<file path="config.mk">
export PLATFORM = sky130hd
export DESIGN_NAME = fsk_edge_count_receiver_flat
export DESIGN_NICKNAME = d
export VERILOG_FILES = /design/src/rtl/core/fsk_ecr_pkg.sv /design/src/rtl/core/fsk_ecr_if.sv /design/src/rtl/core/fsk_ecr_cfg.sv /design/src/rtl/core/fsk_ecr_core.sv /design/src/rtl/core/fsk_ecr_out_buf.sv /design/src/rtl/core/fsk_edge_count_receiver.sv /design/src/flat_wrapper.sv
export SDC_FILE = /design/constraint.sdc
export NUM_CORES = 1
export LEC_CHECK = 0
export BUFFER_PORTS_ARGS = -buffer_cell sky130_fd_sc_hd__clkbuf_2
export CORE_ASPECT_RATIO = 0.75
export CORE_MARGIN = 5
export CORE_UTILIZATION = 45
export DETAILED_ROUTE_END_ITERATION = 12
export GPL_ROUTABILITY_DRIVEN = 0
export SLEW_MARGIN = 15
export SYNTH_ARGS = -nofsm -noshare
export SYNTH_HDL_FRONTEND = slang
export SYNTH_SLANG_ARGS = --single-unit
</file>
<file path="constraint.sdc">
create_clock -name clk_i -period 11.5 [get_ports clk_i]
set_clock_uncertainty 0.15 [all_clocks]
set_input_delay 1.725 -clock clk_i [delete_from_list [all_inputs] [get_ports clk_i]]
set_output_delay 1.725 -clock clk_i [all_outputs]
set_load 0.005 [all_outputs]
</file>
<file path="src/rtl/core/fsk_ecr_pkg.sv">
// Shared types, constants and register codes of the FSK edge-count receiver.
package fsk_ecr_pkg;

  localparam int unsigned CFG_IDX_W  = 3;
  localparam int unsigned CFG_DATA_W = 32;
  localparam int unsigned TICK_W     = 24;
  localparam int unsigned CNT_W      = 32;
  localparam int unsigned EDGE_W     = 16;
  localparam int unsigned IDX_W      = 16;

  localparam logic [EDGE_W-1:0] EDGE_MAX = {EDGE_W{1'b1}};
  localparam logic [CNT_W-1:0]  CNT_MAX  = {CNT_W{1'b1}};

  // Register values after reset
  localparam logic [TICK_W-1:0] WINDOW_LEN_RST = 24'd80000;
  localparam logic [CNT_W-1:0]  IDLE_LOW_RST   = 32'd320000;
  localparam logic [IDX_W-1:0]  SPF_RST        = 16'd1;

  localparam logic STATUS_SYMBOL  = 1'b0;
  localparam logic STATUS_TIMEOUT = 1'b1;

  typedef enum logic [1:0] {
    PH_IDLE,
    PH_WAIT,
    PH_ARMED,
    PH_CAPTURE
  } phase_e;

  typedef enum logic [CFG_IDX_W-1:0] {
    CFG_WINDOW_LEN        = 3'd0,
    CFG_ARM_LOW_LEN       = 3'd1,
    CFG_EXPECTED_ZERO     = 3'd2,
    CFG_EXPECTED_ONE      = 3'd3,
    CFG_WAIT_LIMIT        = 3'd4,
    CFG_SYMBOLS_PER_FRAME = 3'd5
  } cfg_idx_e;

  typedef struct packed {
    logic line_level;
    logic start_request;
  } in_item_t;

  typedef struct packed {
    logic              status;
    logic [EDGE_W-1:0] edge_count;
    logic              bit_value;
    logic [IDX_W-1:0]  symbol_number;
    logic              last_symbol;
  } result_t;

  typedef struct packed {
    logic [TICK_W-1:0] window_len;
    logic [CNT_W-1:0]  arm_low_len;
    logic [EDGE_W-1:0] expected_edges_zero;
    logic [EDGE_W-1:0] expected_edges_one;
    logic [CNT_W-1:0]  wait_limit;
    logic [IDX_W-1:0]  symbols_per_frame;
  } cfg_t;

endpackage

</file>
<file path="src/rtl/core/fsk_ecr_if.sv">
// Channel interfaces: line sample input, result output and register write.
interface fsk_ecr_in_if;
  import fsk_ecr_pkg::*;
  logic valid;
  logic ready;
  logic line_level;
  logic start_request;
  modport source (output valid, line_level, start_request, input ready);
  modport sink (input valid, line_level, start_request, output ready);
endinterface

interface fsk_ecr_out_if;
  import fsk_ecr_pkg::*;
  logic              valid;
  logic              ready;
  logic              status;
  logic [EDGE_W-1:0] edge_count;
  logic              bit_value;
  logic [IDX_W-1:0]  symbol_number;
  logic              last_symbol;
  modport source (output valid, status, edge_count, bit_value, symbol_number, last_symbol,
                  input ready);
  modport sink (input valid, status, edge_count, bit_value, symbol_number, last_symbol,
                output ready);
endinterface

interface fsk_ecr_cfg_if;
  import fsk_ecr_pkg::*;
  logic                  valid;
  logic                  ready;
  logic [CFG_IDX_W-1:0]  index;
  logic [CFG_DATA_W-1:0] data;
  modport source (output valid, index, data, input ready);
  modport sink (input valid, index, data, output ready);
endinterface

</file>
<file path="src/rtl/core/fsk_ecr_cfg.sv">
// Configuration register file of the FSK edge-count receiver.
module fsk_ecr_cfg (
  input  logic                               clk_i,
  input  logic                               rst_ni,
  input  logic                               wr_valid_i,
  output logic                               wr_ready_o,
  input  logic [fsk_ecr_pkg::CFG_IDX_W-1:0]  wr_index_i,
  input  logic [fsk_ecr_pkg::CFG_DATA_W-1:0] wr_data_i,
  output fsk_ecr_pkg::cfg_t                  cfg_o
);
  import fsk_ecr_pkg::*;

  cfg_t cfg_q, cfg_d;

  // Writes always taken; unknown indexes dropped
  assign wr_ready_o = 1'b1;

  always_comb begin
    cfg_d = cfg_q;
    if (wr_valid_i) begin
      unique case (cfg_idx_e'(wr_index_i))
        CFG_WINDOW_LEN:        cfg_d.window_len          = wr_data_i[TICK_W-1:0];
        CFG_ARM_LOW_LEN:       cfg_d.arm_low_len         = wr_data_i[CNT_W-1:0];
        CFG_EXPECTED_ZERO:     cfg_d.expected_edges_zero = wr_data_i[EDGE_W-1:0];
        CFG_EXPECTED_ONE:      cfg_d.expected_edges_one  = wr_data_i[EDGE_W-1:0];
        CFG_WAIT_LIMIT:        cfg_d.wait_limit          = wr_data_i[CNT_W-1:0];
        CFG_SYMBOLS_PER_FRAME: cfg_d.symbols_per_frame   = wr_data_i[IDX_W-1:0];
        default: ;
      endcase
    end
  end

  always_ff @(posedge clk_i or negedge rst_ni) begin
    if (!rst_ni) begin
      cfg_q.window_len          <= WINDOW_LEN_RST;
      cfg_q.arm_low_len         <= IDLE_LOW_RST;
      cfg_q.expected_edges_zero <= '0;
      cfg_q.expected_edges_one  <= '0;
      cfg_q.wait_limit          <= '0;
      cfg_q.symbols_per_frame   <= SPF_RST;
    end else begin
      cfg_q <= cfg_d;
    end
  end

  assign cfg_o = cfg_q;

endmodule

</file>
<file path="src/rtl/core/fsk_ecr_core.sv">
// Sample register, receiver state and per-sample decode logic.
module fsk_ecr_core (
  input  logic                   clk_i,
  input  logic                   rst_ni,
  input  fsk_ecr_pkg::cfg_t      cfg_i,
  input  logic                   in_valid_i,
  output logic                   in_ready_o,
  input  fsk_ecr_pkg::in_item_t  in_item_i,
  input  logic                   room_i,
  output logic                   push_o,
  output fsk_ecr_pkg::result_t   res_o
);
  import fsk_ecr_pkg::*;

  // Input register
  logic     s1_valid_q;
  in_item_t s1_item_q;
  logic     fire;

  // Receiver state
  phase_e            phase_q, phase_d;
  logic [CNT_W-1:0]  low_q, low_d;
  logic [CNT_W-1:0]  wait_q, wait_d;
  logic              prev_q, prev_d;
  logic [TICK_W-1:0] tick_q, tick_d;
  logic [EDGE_W-1:0] edges_q, edges_d;
  logic [IDX_W-1:0]  idx_q, idx_d;

  // Step intermediates
  logic [TICK_W-1:0] len;
  logic [IDX_W-1:0]  spf;
  logic              lvl, req;
  logic              timed_out, is_cap, do_adv;
  logic [CNT_W-1:0]  wait_inc, low_inc;
  logic [EDGE_W-1:0] edges_upd, edges_b, d_one, d_zero;
  logic [TICK_W-1:0] tick_b, tick_n;
  logic [IDX_W-1:0]  idx_b;
  logic              win_end, bit_v, last_v;

  // A sample steps when the result buffer can take a word
  assign fire       = s1_valid_q && room_i;
  assign in_ready_o = !s1_valid_q || fire;

  always_ff @(posedge clk_i or negedge rst_ni) begin
    if (!rst_ni) begin
      s1_valid_q <= 1'b0;
    end else if (in_ready_o) begin
      s1_valid_q <= in_valid_i;
    end
  end

  always_ff @(posedge clk_i) begin
    if (in_ready_o && in_valid_i) begin
      s1_item_q <= in_item_i;
    end
  end

  // Window arithmetic
  always_comb begin
    len       = (cfg_i.window_len == '0) ? TICK_W'(1) : cfg_i.window_len;
    spf       = (cfg_i.symbols_per_frame == '0) ? IDX_W'(1) : cfg_i.symbols_per_frame;
    lvl       = s1_item_q.line_level;
    req       = s1_item_q.start_request;
    timed_out = (cfg_i.wait_limit != '0) && (wait_q >= cfg_i.wait_limit);
    wait_inc  = (wait_q == CNT_MAX) ? wait_q : wait_q + CNT_W'(1);
    low_inc   = (low_q == CNT_MAX) ? low_q : low_q + CNT_W'(1);

    // first tick of a window only takes the reference level
    edges_upd = edges_q;
    if ((tick_q != '0) && (lvl != prev_q) && (edges_q != EDGE_MAX)) begin
      edges_upd = edges_q + EDGE_W'(1);
    end

    // frame start opens a fresh window
    is_cap  = (phase_q == PH_CAPTURE);
    tick_b  = is_cap ? tick_q : '0;
    edges_b = is_cap ? edges_upd : '0;
    idx_b   = is_cap ? idx_q : '0;
    tick_n  = tick_b + TICK_W'(1);
    win_end = (tick_n >= len);

    d_one  = (edges_b > cfg_i.expected_edges_one) ? edges_b - cfg_i.expected_edges_one
                                                  : cfg_i.expected_edges_one - edges_b;
    d_zero = (edges_b > cfg_i.expected_edges_zero) ? edges_b - cfg_i.expected_edges_zero
                                                   : cfg_i.expected_edges_zero - edges_b;
    bit_v  = (d_one < d_zero);
    last_v = (({1'b0, idx_b} + (IDX_W + 1)'(1)) >= {1'b0, spf});
  end

  // Next state and result
  always_comb begin
    phase_d = phase_q;
    low_d   = low_q;
    wait_d  = wait_q;
    prev_d  = prev_q;
    tick_d  = tick_q;
    edges_d = edges_q;
    idx_d   = idx_q;
    push_o  = 1'b0;
    res_o   = '0;
    do_adv  = 1'b0;

    if (fire) begin
      unique case (phase_q)
        PH_IDLE: begin
          if (req) begin
            phase_d = PH_WAIT;
            low_d   = '0;
            wait_d  = '0;
            prev_d  = lvl;
          end
        end
        PH_CAPTURE: begin
          prev_d = lvl;
          do_adv = 1'b1;
        end
        PH_WAIT, PH_ARMED: begin
          if (timed_out) begin
            push_o            = 1'b1;
            res_o.status      = STATUS_TIMEOUT;
            res_o.last_symbol = 1'b1;
            phase_d           = PH_IDLE;
          end else begin
            wait_d = wait_inc;
            prev_d = lvl;
            if (phase_q == PH_WAIT) begin
              if (!lvl) begin
                low_d = low_inc;
                if (low_inc >= cfg_i.arm_low_len) begin
                  phase_d = PH_ARMED;
                end
              end else begin
                low_d = '0;
              end
            end else if (!prev_q && lvl) begin
              phase_d = PH_CAPTURE;
              do_adv  = 1'b1;
            end
          end
        end
        default: ;
      endcase
    end

    // window advance, shared by capture and frame start
    if (do_adv) begin
      if (!win_end) begin
        tick_d  = tick_n;
        edges_d = edges_b;
        idx_d   = idx_b;
      end else begin
        push_o              = 1'b1;
        res_o.status        = STATUS_SYMBOL;
        res_o.edge_count    = edges_b;
        res_o.bit_value     = bit_v;
        res_o.symbol_number = idx_b;
        res_o.last_symbol   = last_v;
        tick_d              = '0;
        edges_d             = '0;
        idx_d               = idx_b + IDX_W'(1);
        if (last_v) begin
          phase_d = PH_IDLE;
        end
      end
    end
  end

  always_ff @(posedge clk_i or negedge rst_ni) begin
    if (!rst_ni) begin
      phase_q <= PH_IDLE;
      low_q   <= '0;
      wait_q  <= '0;
      prev_q  <= 1'b0;
      tick_q  <= '0;
      edges_q <= '0;
      idx_q   <= '0;
    end else begin
      phase_q <= phase_d;
      low_q   <= low_d;
      wait_q  <= wait_d;
      prev_q  <= prev_d;
      tick_q  <= tick_d;
      edges_q <= edges_d;
      idx_q   <= idx_d;
    end
  end

  // A timeout word always leaves the receiver idle
  assert property (@(posedge clk_i) disable iff (!rst_ni)
    (push_o && res_o.status == STATUS_TIMEOUT) |=> (phase_q == PH_IDLE))
    else $error("timeout did not return to idle");

  // Window position stays inside the window while capturing
  assert property (@(posedge clk_i) disable iff (!rst_ni)
    (phase_q == PH_CAPTURE) |-> (tick_q < len))
    else $error("window tick beyond window length");

  // Symbol index stays inside the frame while capturing
  assert property (@(posedge clk_i) disable iff (!rst_ni)
    (phase_q == PH_CAPTURE) |-> (idx_q < spf))
    else $error("symbol index beyond frame length");

endmodule

</file>
<file path="src/rtl/core/fsk_ecr_out_buf.sv">
// Two-word result buffer between the decode logic and the output channel.
module fsk_ecr_out_buf (
  input  logic                 clk_i,
  input  logic                 rst_ni,
  input  logic                 push_i,
  input  fsk_ecr_pkg::result_t push_data_i,
  output logic                 room_o,
  output logic                 out_valid_o,
  input  logic                 out_ready_i,
  output fsk_ecr_pkg::result_t out_data_o
);
  import fsk_ecr_pkg::*;

  result_t    head_q, tail_q;
  logic [1:0] cnt_q, cnt_d;
  logic       pop;

  assign out_valid_o = (cnt_q != 2'd0);
  assign pop         = out_valid_o && out_ready_i;
  assign room_o      = (cnt_q != 2'd2) || pop;
  assign out_data_o  = head_q;

  // Word count
  always_comb begin
    cnt_d = cnt_q;
    if (push_i && !pop) begin
      cnt_d = cnt_q + 2'd1;
    end else if (pop && !push_i) begin
      cnt_d = cnt_q - 2'd1;
    end
  end

  always_ff @(posedge clk_i or negedge rst_ni) begin
    if (!rst_ni) begin
      cnt_q <= 2'd0;
    end else begin
      cnt_q <= cnt_d;
    end
  end

  // Word storage: head is the word on offer
  always_ff @(posedge clk_i) begin
    if (pop) begin
      if (push_i && cnt_q == 2'd1) begin
        head_q <= push_data_i;
      end else begin
        head_q <= tail_q;
      end
      if (push_i && cnt_q == 2'd2) begin
        tail_q <= push_data_i;
      end
    end else if (push_i) begin
      if (cnt_q == 2'd0) begin
        head_q <= push_data_i;
      end else begin
        tail_q <= push_data_i;
      end
    end
  end

  assert property (@(posedge clk_i) disable iff (!rst_ni)
    (cnt_q == 2'd2 && !pop) |-> !push_i)
    else $error("push into full result buffer");

  assert property (@(posedge clk_i) disable iff (!rst_ni)
    cnt_q != 2'd3)
    else $error("result buffer count out of range");

  assert property (@(posedge clk_i) disable iff (!rst_ni)
    (cnt_q == 2'd2 && pop && !push_i) |=> (head_q == $past(tail_q)))
    else $error("second word lost on drain");

endmodule

</file>
<file path="src/rtl/core/fsk_edge_count_receiver.sv">
// Top level of the FSK edge-count receiver: registers, decode and result buffer.
// Path: a result word passes the input register, then the result buffer; a sample
//   waits in the input register while the buffer is full.
// Throughput: one sample per cycle while the result buffer has room; the per-sample
// decode is one registered pass; the two-word buffer absorbs sink stalls until full.
// Reset (rst_ni low, asynchronous): idle, counters cleared, registers at defaults.
module fsk_edge_count_receiver (
  input  logic          clk_i,
  input  logic          rst_ni,
  fsk_ecr_in_if.sink    in_i,
  fsk_ecr_out_if.source out_o,
  fsk_ecr_cfg_if.sink   cfg_i
);
  import fsk_ecr_pkg::*;

  cfg_t     cfg;
  in_item_t in_item;
  result_t  push_data, out_data;
  logic     push, room;

  fsk_ecr_cfg u_cfg (
    .clk_i      (clk_i),
    .rst_ni     (rst_ni),
    .wr_valid_i (cfg_i.valid),
    .wr_ready_o (cfg_i.ready),
    .wr_index_i (cfg_i.index),
    .wr_data_i  (cfg_i.data),
    .cfg_o      (cfg)
  );

  assign in_item.line_level    = in_i.line_level;
  assign in_item.start_request = in_i.start_request;

  fsk_ecr_core u_core (
    .clk_i      (clk_i),
    .rst_ni     (rst_ni),
    .cfg_i      (cfg),
    .in_valid_i (in_i.valid),
    .in_ready_o (in_i.ready),
    .in_item_i  (in_item),
    .room_i     (room),
    .push_o     (push),
    .res_o      (push_data)
  );

  fsk_ecr_out_buf u_out_buf (
    .clk_i       (clk_i),
    .rst_ni      (rst_ni),
    .push_i      (push),
    .push_data_i (push_data),
    .room_o      (room),
    .out_valid_o (out_o.valid),
    .out_ready_i (out_o.ready),
    .out_data_o  (out_data)
  );

  assign out_o.status        = out_data.status;
  assign out_o.edge_count    = out_data.edge_count;
  assign out_o.bit_value     = out_data.bit_value;
  assign out_o.symbol_number = out_data.symbol_number;
  assign out_o.last_symbol   = out_data.last_symbol;

endmodule
</file>
<file path="src/flat_wrapper.sv">
// flat-port wrapper written by rule: the top's interface ports become plain ports
module fsk_edge_count_receiver_flat import fsk_ecr_pkg::*;
  (clk_i, rst_ni, in_i_valid, in_i_line_level, in_i_start_request, in_i_ready, out_o_valid, out_o_status, out_o_edge_count, out_o_bit_value, out_o_symbol_number, out_o_last_symbol, out_o_ready, cfg_i_valid, cfg_i_index, cfg_i_data, cfg_i_ready);
  fsk_ecr_in_if in_i_i ();
  fsk_ecr_out_if out_o_i ();
  fsk_ecr_cfg_if cfg_i_i ();
  input  logic clk_i;
  input  logic rst_ni;
  input wire logic [$bits(in_i_i.valid)-1:0] in_i_valid;
  input wire logic [$bits(in_i_i.line_level)-1:0] in_i_line_level;
  input wire logic [$bits(in_i_i.start_request)-1:0] in_i_start_request;
  output wire logic [$bits(in_i_i.ready)-1:0] in_i_ready;
  output wire logic [$bits(out_o_i.valid)-1:0] out_o_valid;
  output wire logic [$bits(out_o_i.status)-1:0] out_o_status;
  output wire logic [$bits(out_o_i.edge_count)-1:0] out_o_edge_count;
  output wire logic [$bits(out_o_i.bit_value)-1:0] out_o_bit_value;
  output wire logic [$bits(out_o_i.symbol_number)-1:0] out_o_symbol_number;
  output wire logic [$bits(out_o_i.last_symbol)-1:0] out_o_last_symbol;
  input wire logic [$bits(out_o_i.ready)-1:0] out_o_ready;
  input wire logic [$bits(cfg_i_i.valid)-1:0] cfg_i_valid;
  input wire logic [$bits(cfg_i_i.index)-1:0] cfg_i_index;
  input wire logic [$bits(cfg_i_i.data)-1:0] cfg_i_data;
  output wire logic [$bits(cfg_i_i.ready)-1:0] cfg_i_ready;
  assign in_i_i.valid = in_i_valid;
  assign in_i_i.line_level = in_i_line_level;
  assign in_i_i.start_request = in_i_start_request;
  assign in_i_ready = in_i_i.ready;
  assign out_o_valid = out_o_i.valid;
  assign out_o_status = out_o_i.status;
  assign out_o_edge_count = out_o_i.edge_count;
  assign out_o_bit_value = out_o_i.bit_value;
  assign out_o_symbol_number = out_o_i.symbol_number;
  assign out_o_last_symbol = out_o_i.last_symbol;
  assign out_o_i.ready = out_o_ready;
  assign cfg_i_i.valid = cfg_i_valid;
  assign cfg_i_i.index = cfg_i_index;
  assign cfg_i_i.data = cfg_i_data;
  assign cfg_i_ready = cfg_i_i.ready;
  fsk_edge_count_receiver u_core (.clk_i(clk_i), .rst_ni(rst_ni), .in_i(in_i_i), .out_o(out_o_i), .cfg_i(cfg_i_i));
endmodule
</file>
Word level (Yosys, flattened, before mapping)
Cells that the tools add are included.
Word-level totals
  register bits after elaboration: 334
  output and inout bits: 38
  word-level logic and storage cells: 164
Cells by class
  $add $sub $neg: 12
  magnitude comparators: 7
  eq/ne operators: 21
  mux-type cells: 56
  reduce and logical (&&, ||, !) cells: 41
Operators with widths (number)
  $mux W35: 10
  $mux W32: 7
  $mux W16: 8
  $pmux W32 S2: 2
  $mux W24: 3
  $add A32 B1 Y32 const B: 2
  $eq A32 B32 Y1 const B: 2
  $ge A32 B32 Y1: 2
  $sub A16 B16 Y16: 4
  $add A16 B1 Y16 const B: 2
  $gt A16 B16 Y1: 2
  $reduce_bool A32 Y1: 1
  $add A24 B1 Y24 const B: 1
  $ge A24 B24 Y1: 1
  $logic_not A24 Y1: 1
  $mux W2: 12
  $reduce_bool A24 Y1: 1
  $add A16 B1 Y17 const B: 1
  $ge A17 B16 Y1: 1
  $logic_not A16 Y1: 1
  $lt A16 B16 Y1: 1
  $ne A16 B16 Y1 const B: 1
  $reduce_and A2 Y1: 7
  $ne A2 B2 Y1 const B: 6
  other kinds (22): 58

Depth between registers and ports, before layout
  word-level depth: 13
  depth in mapped cells: 29

Cells and area by module
A second synthesis with hierarchy kept.
Second synthesis, totals
  cells, all modules: 2228
  area total of the unflattened synthesis: 22091.2 um^2
By module, submodules not included
  fsk_ecr_core: times used 1, cells each 1799, area each 14000.9 um^2, seq. area each 3163.0 um^2
  fsk_ecr_cfg: times used 1, cells each 295, area each 5188.7 um^2, seq. area each 3417.0 um^2
  fsk_ecr_out_buf: times used 1, cells each 134, area each 2901.5 um^2, seq. area each 2152.1 um^2

Worst setup path before layout
OpenSTA, ideal clock, no wires.
  kind: reg-to-reg
  start point: register u_core.u_core.phase_q[0]
  end point: register u_core.u_out_buf.tail_q[0] (netlist name), enable pin
  library setup time: 0.483 ns
  arrival time: 7.811 ns
  data required time: 10.867 ns
  setup slack: 3.056 ns
  stages on the path, launching flop included: 27
  clock period less this slack: 8.444 ns
  cell sequence: dfrtp_1 ha_1 clkbuf_2 buf_4 clkbuf_1 clkbuf_1 clkbuf_1 and2_1 ha_1 nand3_1 or2_2 clkbuf_1 or3_1 nand2b_1 clkbuf_1 o21a_1 o21a_1 ha_1 o2111ai_1 o21ai_0 a21oi_1 or3_1 buf_2 nand2_1 inv_1 ha_1 o32ai_1
Between the ends
  longest elaborated chain between the ends: 9
  elaborated cells on any way between the ends: 19
  those cells by class: add/sub (1); order compare (1); eq/ne (4); mux (9); reduce/logical (4)
Ends and longest elaborated chain
  start, declared: line fsk_ecr_core.sv:21  | phase_e phase_q, phase_d;
  start signal, assigned: line fsk_ecr_core.sv:178  | phase_q <= phase_d;
  $eq A2 B2 Y1, or another cell as far along: line fsk_ecr_core.sv:75, fsk_ecr_core.sv:104
  $mux W24, or another cell as far along: line fsk_ecr_core.sv:76  | tick_b = is_cap ? tick_q : '0;
  $add A24 B1 Y24, or another cell as far along: line fsk_ecr_core.sv:79  | tick_n = tick_b + TICK_W'(1);
  $ge A24 B24 Y1, or another cell as far along: line fsk_ecr_core.sv:80  | win_end = (tick_n >= len);
  $mux W1, on equally long branches: line fsk_ecr_core.sv:147, fsk_ecr_core.sv:103
  $mux W1 (*): line fsk_ecr_core.sv:146  | if (do_adv) begin
  $logic_and A1 B1 Y1: line fsk_ecr_out_buf.sv:49  | if (push_i && cnt_q == 2'd2) begin
  $ne A2 B1 Y1 (no source line)
  $reduce_and A3 Y1 (no source line) (*)
  end signal, assigned: line fsk_ecr_out_buf.sv:50  | tail_q <= push_data_i;
  end signal, assigned: line fsk_ecr_out_buf.sv:56  | tail_q <= push_data_i;
  end, declared: line fsk_ecr_out_buf.sv:14  | result_t head_q, tail_q;
Mark *: on every way between the ends. The rest lies on a longest branch, timed or not.
A chain may end at the register's enable or synchronous reset.

Final worst setup path
  start point: register u_core.u_core.tick_q[0]
  end point: register u_core.u_out_buf.head_q, in the netlist u_core.u_out_buf.out_data_o[17] (data pin)
Between the ends
  longest elaborated chain between the ends: 13
  elaborated cells on any way between the ends: 26
  those cells by class: add/sub (5); order compare (4); mux (13); reduce/logical (4)
Ends and longest elaborated chain
  start, declared: line fsk_ecr_core.sv:25  | logic [TICK_W-1:0] tick_q, tick_d;
  start signal, assigned: line fsk_ecr_core.sv:182  | tick_q <= tick_d;
  $reduce_bool A24 Y1: line fsk_ecr_core.sv:70  | if ((tick_q != '0) && (lvl != prev_q) && (edges_q != EDGE_MAX)) begin
  $logic_and A1 B1 Y1 (2 in series): line fsk_ecr_core.sv:70
  $mux W16: line fsk_ecr_core.sv:70
  $mux W16: line fsk_ecr_core.sv:77  | edges_b = is_cap ? edges_upd : '0;
  $sub A16 B16 Y16, or another cell as far along: line fsk_ecr_core.sv:83  | : cfg_i.expected_edges_one - edges_b;
  $mux W16, on equally long branches: line fsk_ecr_core.sv:82, fsk_ecr_core.sv:84
  $lt A16 B16 Y1: line fsk_ecr_core.sv:86  | bit_v = (d_one < d_zero);
  $mux W35: line fsk_ecr_core.sv:147  | if (!win_end) begin
  $mux W35: line fsk_ecr_core.sv:146
  $mux W35: line fsk_ecr_out_buf.sv:53  | if (cnt_q == 2'd0) begin
  $mux W35: line fsk_ecr_out_buf.sv:52  | end else if (push_i) begin
  $mux W35 (*): line fsk_ecr_out_buf.sv:43  | if (pop) begin
  end signal, assigned: line fsk_ecr_out_buf.sv:45  | head_q <= push_data_i;
  end signal, assigned: line fsk_ecr_out_buf.sv:47  | head_q <= tail_q;
  end signal, assigned: line fsk_ecr_out_buf.sv:54  | head_q <= push_data_i;
  end, declared: line fsk_ecr_out_buf.sv:14
Mark *: on every way between the ends. The rest lies on a longest branch, timed or not. The select of a mux whose other input is x is not followed.

==> flow_summary.json <==
{
  "outcome": "complete, no violations",
  "r2r_cells": 20,
  "num_vias": 17700,
  "first_global_vias": 16900,
  "drtIter0Drc": 1643,
  "synth_top_family_by_area": "simple AND/OR/NAND/NOR gates",
  "slowest_stage": "o21ai_2",
  "yosysSeqAreaShare": 0.404,
  "leakagePower_nw": 10.7,
  "cpPeakStageDelay_ns": 0.86,
  "clock-sinks": 334,
  "drc": 0,
  "row_count": 69,
  "drt_wl_total_um": 59200,
  "start_util": 0.456,
  "synth_edf_count": 72,
  "tightestPinTransition_ns": 1.16,
  "endpoint_kind": "flip-flop",
  "dieArea_mm2": 0.0526,
  "antenna_found_initial": 2,
  "p_per_area_mw_per_mm2": 169,
  "synth_compound_area_frac": 0.167,
  "port_buffers": 78,
  "worst_ep_arrival_time_ns": 7.65,
  "cp_max_fo": 26,
  "fin_nets": 2635,
  "cell_internal_pwr_mw": 2.63,
  "holdBufCountCts": 0,
  "async_flop_share": 0.784,
  "drv_cap": 0,
  "cts-resized-gates": 0,
  "synthFlopType": "dfrtp_1",
  "gr-total-overflow": 0,
  "setup_viol": 0,
  "grt_pass1_wl_um": 94300,
  "ys_seq_elements": 334,
  "place_area_mm2": 0.0226,
  "cp.required_ns": 11.76,
  "cts_tree": "done",
  "relSlewSlack": 0.225,
  "post_drt_wl_per_cell_um": 19.3,
  "grt_start_max_net_pins": 117,
  "syn_avg_cell_area_um2": 9.17,
  "hold_slack_ns": 0.355,
  "hold_class": "reg -> reg",
  "cts_buffers": 39,
  "syn_inst": 2360,
  "cts.htree.levels": 2,
  "layout_common_cells": "nand2_1 (297), dfrtp_1 (251), o21ai_0 (204), ha_1 (196), inv_1 (194)",
  "power.share.sequential": 0.375,
  "synthAdderAreaFrac": 0.118,
  "slew_viol_final": 0,
  "vdd_drop_max_v": 0.000103,
  "pwr-share-clk": 0.315,
  "p_comb_frac": 0.310,
  "hold_viol": 0,
  "fin_crit_ns": 7.38,
  "postRouteAntennaNets": 0,
  "drt_first_pass_iters": 5,
  "dp.final_hpwl_um": 43700,
  "synth_xor_area_frac": 0.0461,
  "syn-num-nets": 2603,
  "core_area_mm2": 0.0475,
  "synth_area_mm2": 0.0216,
  "setup-tns-final_ns": 0,
  "p_sw_frac": 0.349,
  "rsz0062_at_grt": "no",
  "worst_setup_path_start_kind": "flip-flop",
  "ys_types": 82,
  "synth_mux_area_frac": 0.0427,
  "synth-simple-area-share": 0.168,
  "net-switching-power_mw": 1.41,
  "yosys_warnings": 0,
  "clockBufferDepth": 3,
  "hold_depth": 1,
  "ioPinCount": 80,
  "grt_usage": 0.221,
  "syn_to_final_growth_pct": 10.6,
  "layout_commonest_cell": "nand2_1",
  "fmax_mhz": 135,
  "routed_via_density": 5.78,
  "fin_area_mm2": 0.0239,
  "die_h_um": 200,
  "crit_chain": "nor4_1, nand4_1, o21bai_1, or2_2, mux2_2, nand2_1, inv_1, fa_1, a21o_1, a221oi_1, nor4_1, o21ai_2, mux2_2, o21ai_0, xor2_1, ha_1, a21o_1, a221oi_1, o21ai_0, o2bb2ai_1",
  "crit_type": "reg -> reg",
  "clock_latency_ns": 0.56,
  "cts_setup_buffers": 0,
  "die_x_um": 263,
  "clkTransAtPathRegs_ns": 0.07,
  "drive_above_1_share": 0.113,
  "post-route-period-util": 0.642,
  "root_buffer": "clkbuf_16"
}
## final timing paths
path | startpoint | end | slack, ns
setup / recovery | u_core.u_core.tick_q[0] | u_core.u_out_buf.out_data_o[17] | 4.12
hold / removal | u_core.u_out_buf.cnt_q[0] | u_core.u_out_buf.cnt_q[0] | 0.36
setup reg to reg | u_core.u_core.tick_q[0] | u_core.u_out_buf.out_data_o[17] | 4.12
hold reg to reg | u_core.u_out_buf.cnt_q[0] | u_core.u_out_buf.cnt_q[0] | 0.36
max in group asynchronous | rst_ni | u_core.u_core.low_q[27] | 8.49
min in group asynchronous | rst_ni | u_core.u_cfg.cfg_o[49] | 1.10
## layout make-up
cell class | instances | area (um2)
fill | 4406 | 23500
timing repair buffer | 97 | 563
clock buffer | 52 | 1120
antenna | 1 | 2.50
clock inverter | 20 | 194
multi-input combinational | 1725 | 11800
sequential | 334 | 8730
tap | 639 | 800
inverter | 195 | 732
## power groups by stage
stage / sequential (mW) / clock [mW] / combinational (mW)
after floorplan: 1.51 / 0 / 0.869
after detailed placement: 1.54 / 0 / 1.23
after global placement: 1.53 / 0 / 1.21
after global routing: 1.54 / 1.35 / 1.41
final: 1.52 / 1.27 / 1.26
after CTS: 1.52 / 1.30 / 1.24
## kinds of logic (layout without fill, tap and decap cells)
family                   after synthesis  in the layout
XOR/XNOR                             114            114
adder cells (fa/ha/maj)              201            201
buffers and inverters                301            364
multiplexers                          84             84
AO/OA/AOI/OAI                        568            568
other                                  1              2
AND/OR/NAND/NOR                      757            757
flip-flops                           334            334
## layer usage
| metal | track usage | wire [um] | vias to the layer above | part of all wire |
|---|---|---|---|---|
| li1 | - | - | 8475 | - |
| met1 | 0.337 | 29000 | 8620 | 0.49 |
| met2 | 0.321 | 24600 | 539 | 0.42 |
| met3 | 0.0475 | 4250 | 85 | 0.072 |
| met4 | 0.0589 | 1320 | 0 | 0.022 |
| met5 | 0 | 0 | - | 0 |
## per-stage QoR
stage	utilization	total power [mW]	worst slack, ns	std cells
CTS	0.503	4.06	4.21	3061
detailed placement	0.476	2.77	4.24	2989
floorplan	-	2.38	3.06	2360
global placement	0.476	2.75	4.44	2989
global route	0.504	4.29	3.64	3062
finish	0.504	4.05	4.12	3063
## registers in the layout, indices dropped and copies added (netlist names)
register	flops
u_core.u_core.prev_q	1
u_core.u_core.req	1
u_core.u_core.phase_q	2
u_core.u_core.lvl	1
u_core.u_core.tick_q	24
u_core.u_core.idx_q	16
u_core.u_cfg.cfg_o	136
u_core.u_out_buf.out_data_o	35
u_core.u_core.edges_q	16
u_core.u_out_buf.cnt_q	2
u_core.u_core.s1_valid_q	1
u_core.u_out_buf.tail_q	35
u_core.u_core.wait_q	32
u_core.u_core.low_q	32
## worst max-delay path, delay by kind of cell (launching register included)
family / cells / cell delay (ns)
flops: 1 / 0.41
compound gates: 9 / 3.21
mux: 2 / 0.82
fa+ha+maj: 2 / 0.79
simple gates: 5 / 1.50
buf+inv: 1 / 0.22
xor+xnor: 1 / 0.12
## synth_stat cells (35+ instances only)
cell | n | area share
edfxtp_1 | 72 | 0.10
xor2_1 | 54 | 0.022
xnor2_1 | 60 | 0.024
mux2_2 | 66 | 0.034
nand2_1 | 297 | 0.052
ha_1 | 197 | 0.11
nand4_1 | 53 | 0.015
nand3_1 | 61 | 0.014
nor2_1 | 122 | 0.021
clkbuf_1 | 81 | 0.014
nor3_1 | 36 | 0.0083
a21o_1 | 39 | 0.014
o21ai_0 | 206 | 0.048
a21oi_1 | 118 | 0.027
dfrtp_1 | 251 | 0.29
nor4_1 | 35 | 0.010
inv_1 | 194 | 0.034
Note: power is estimated with default switching activity, not from simulation.
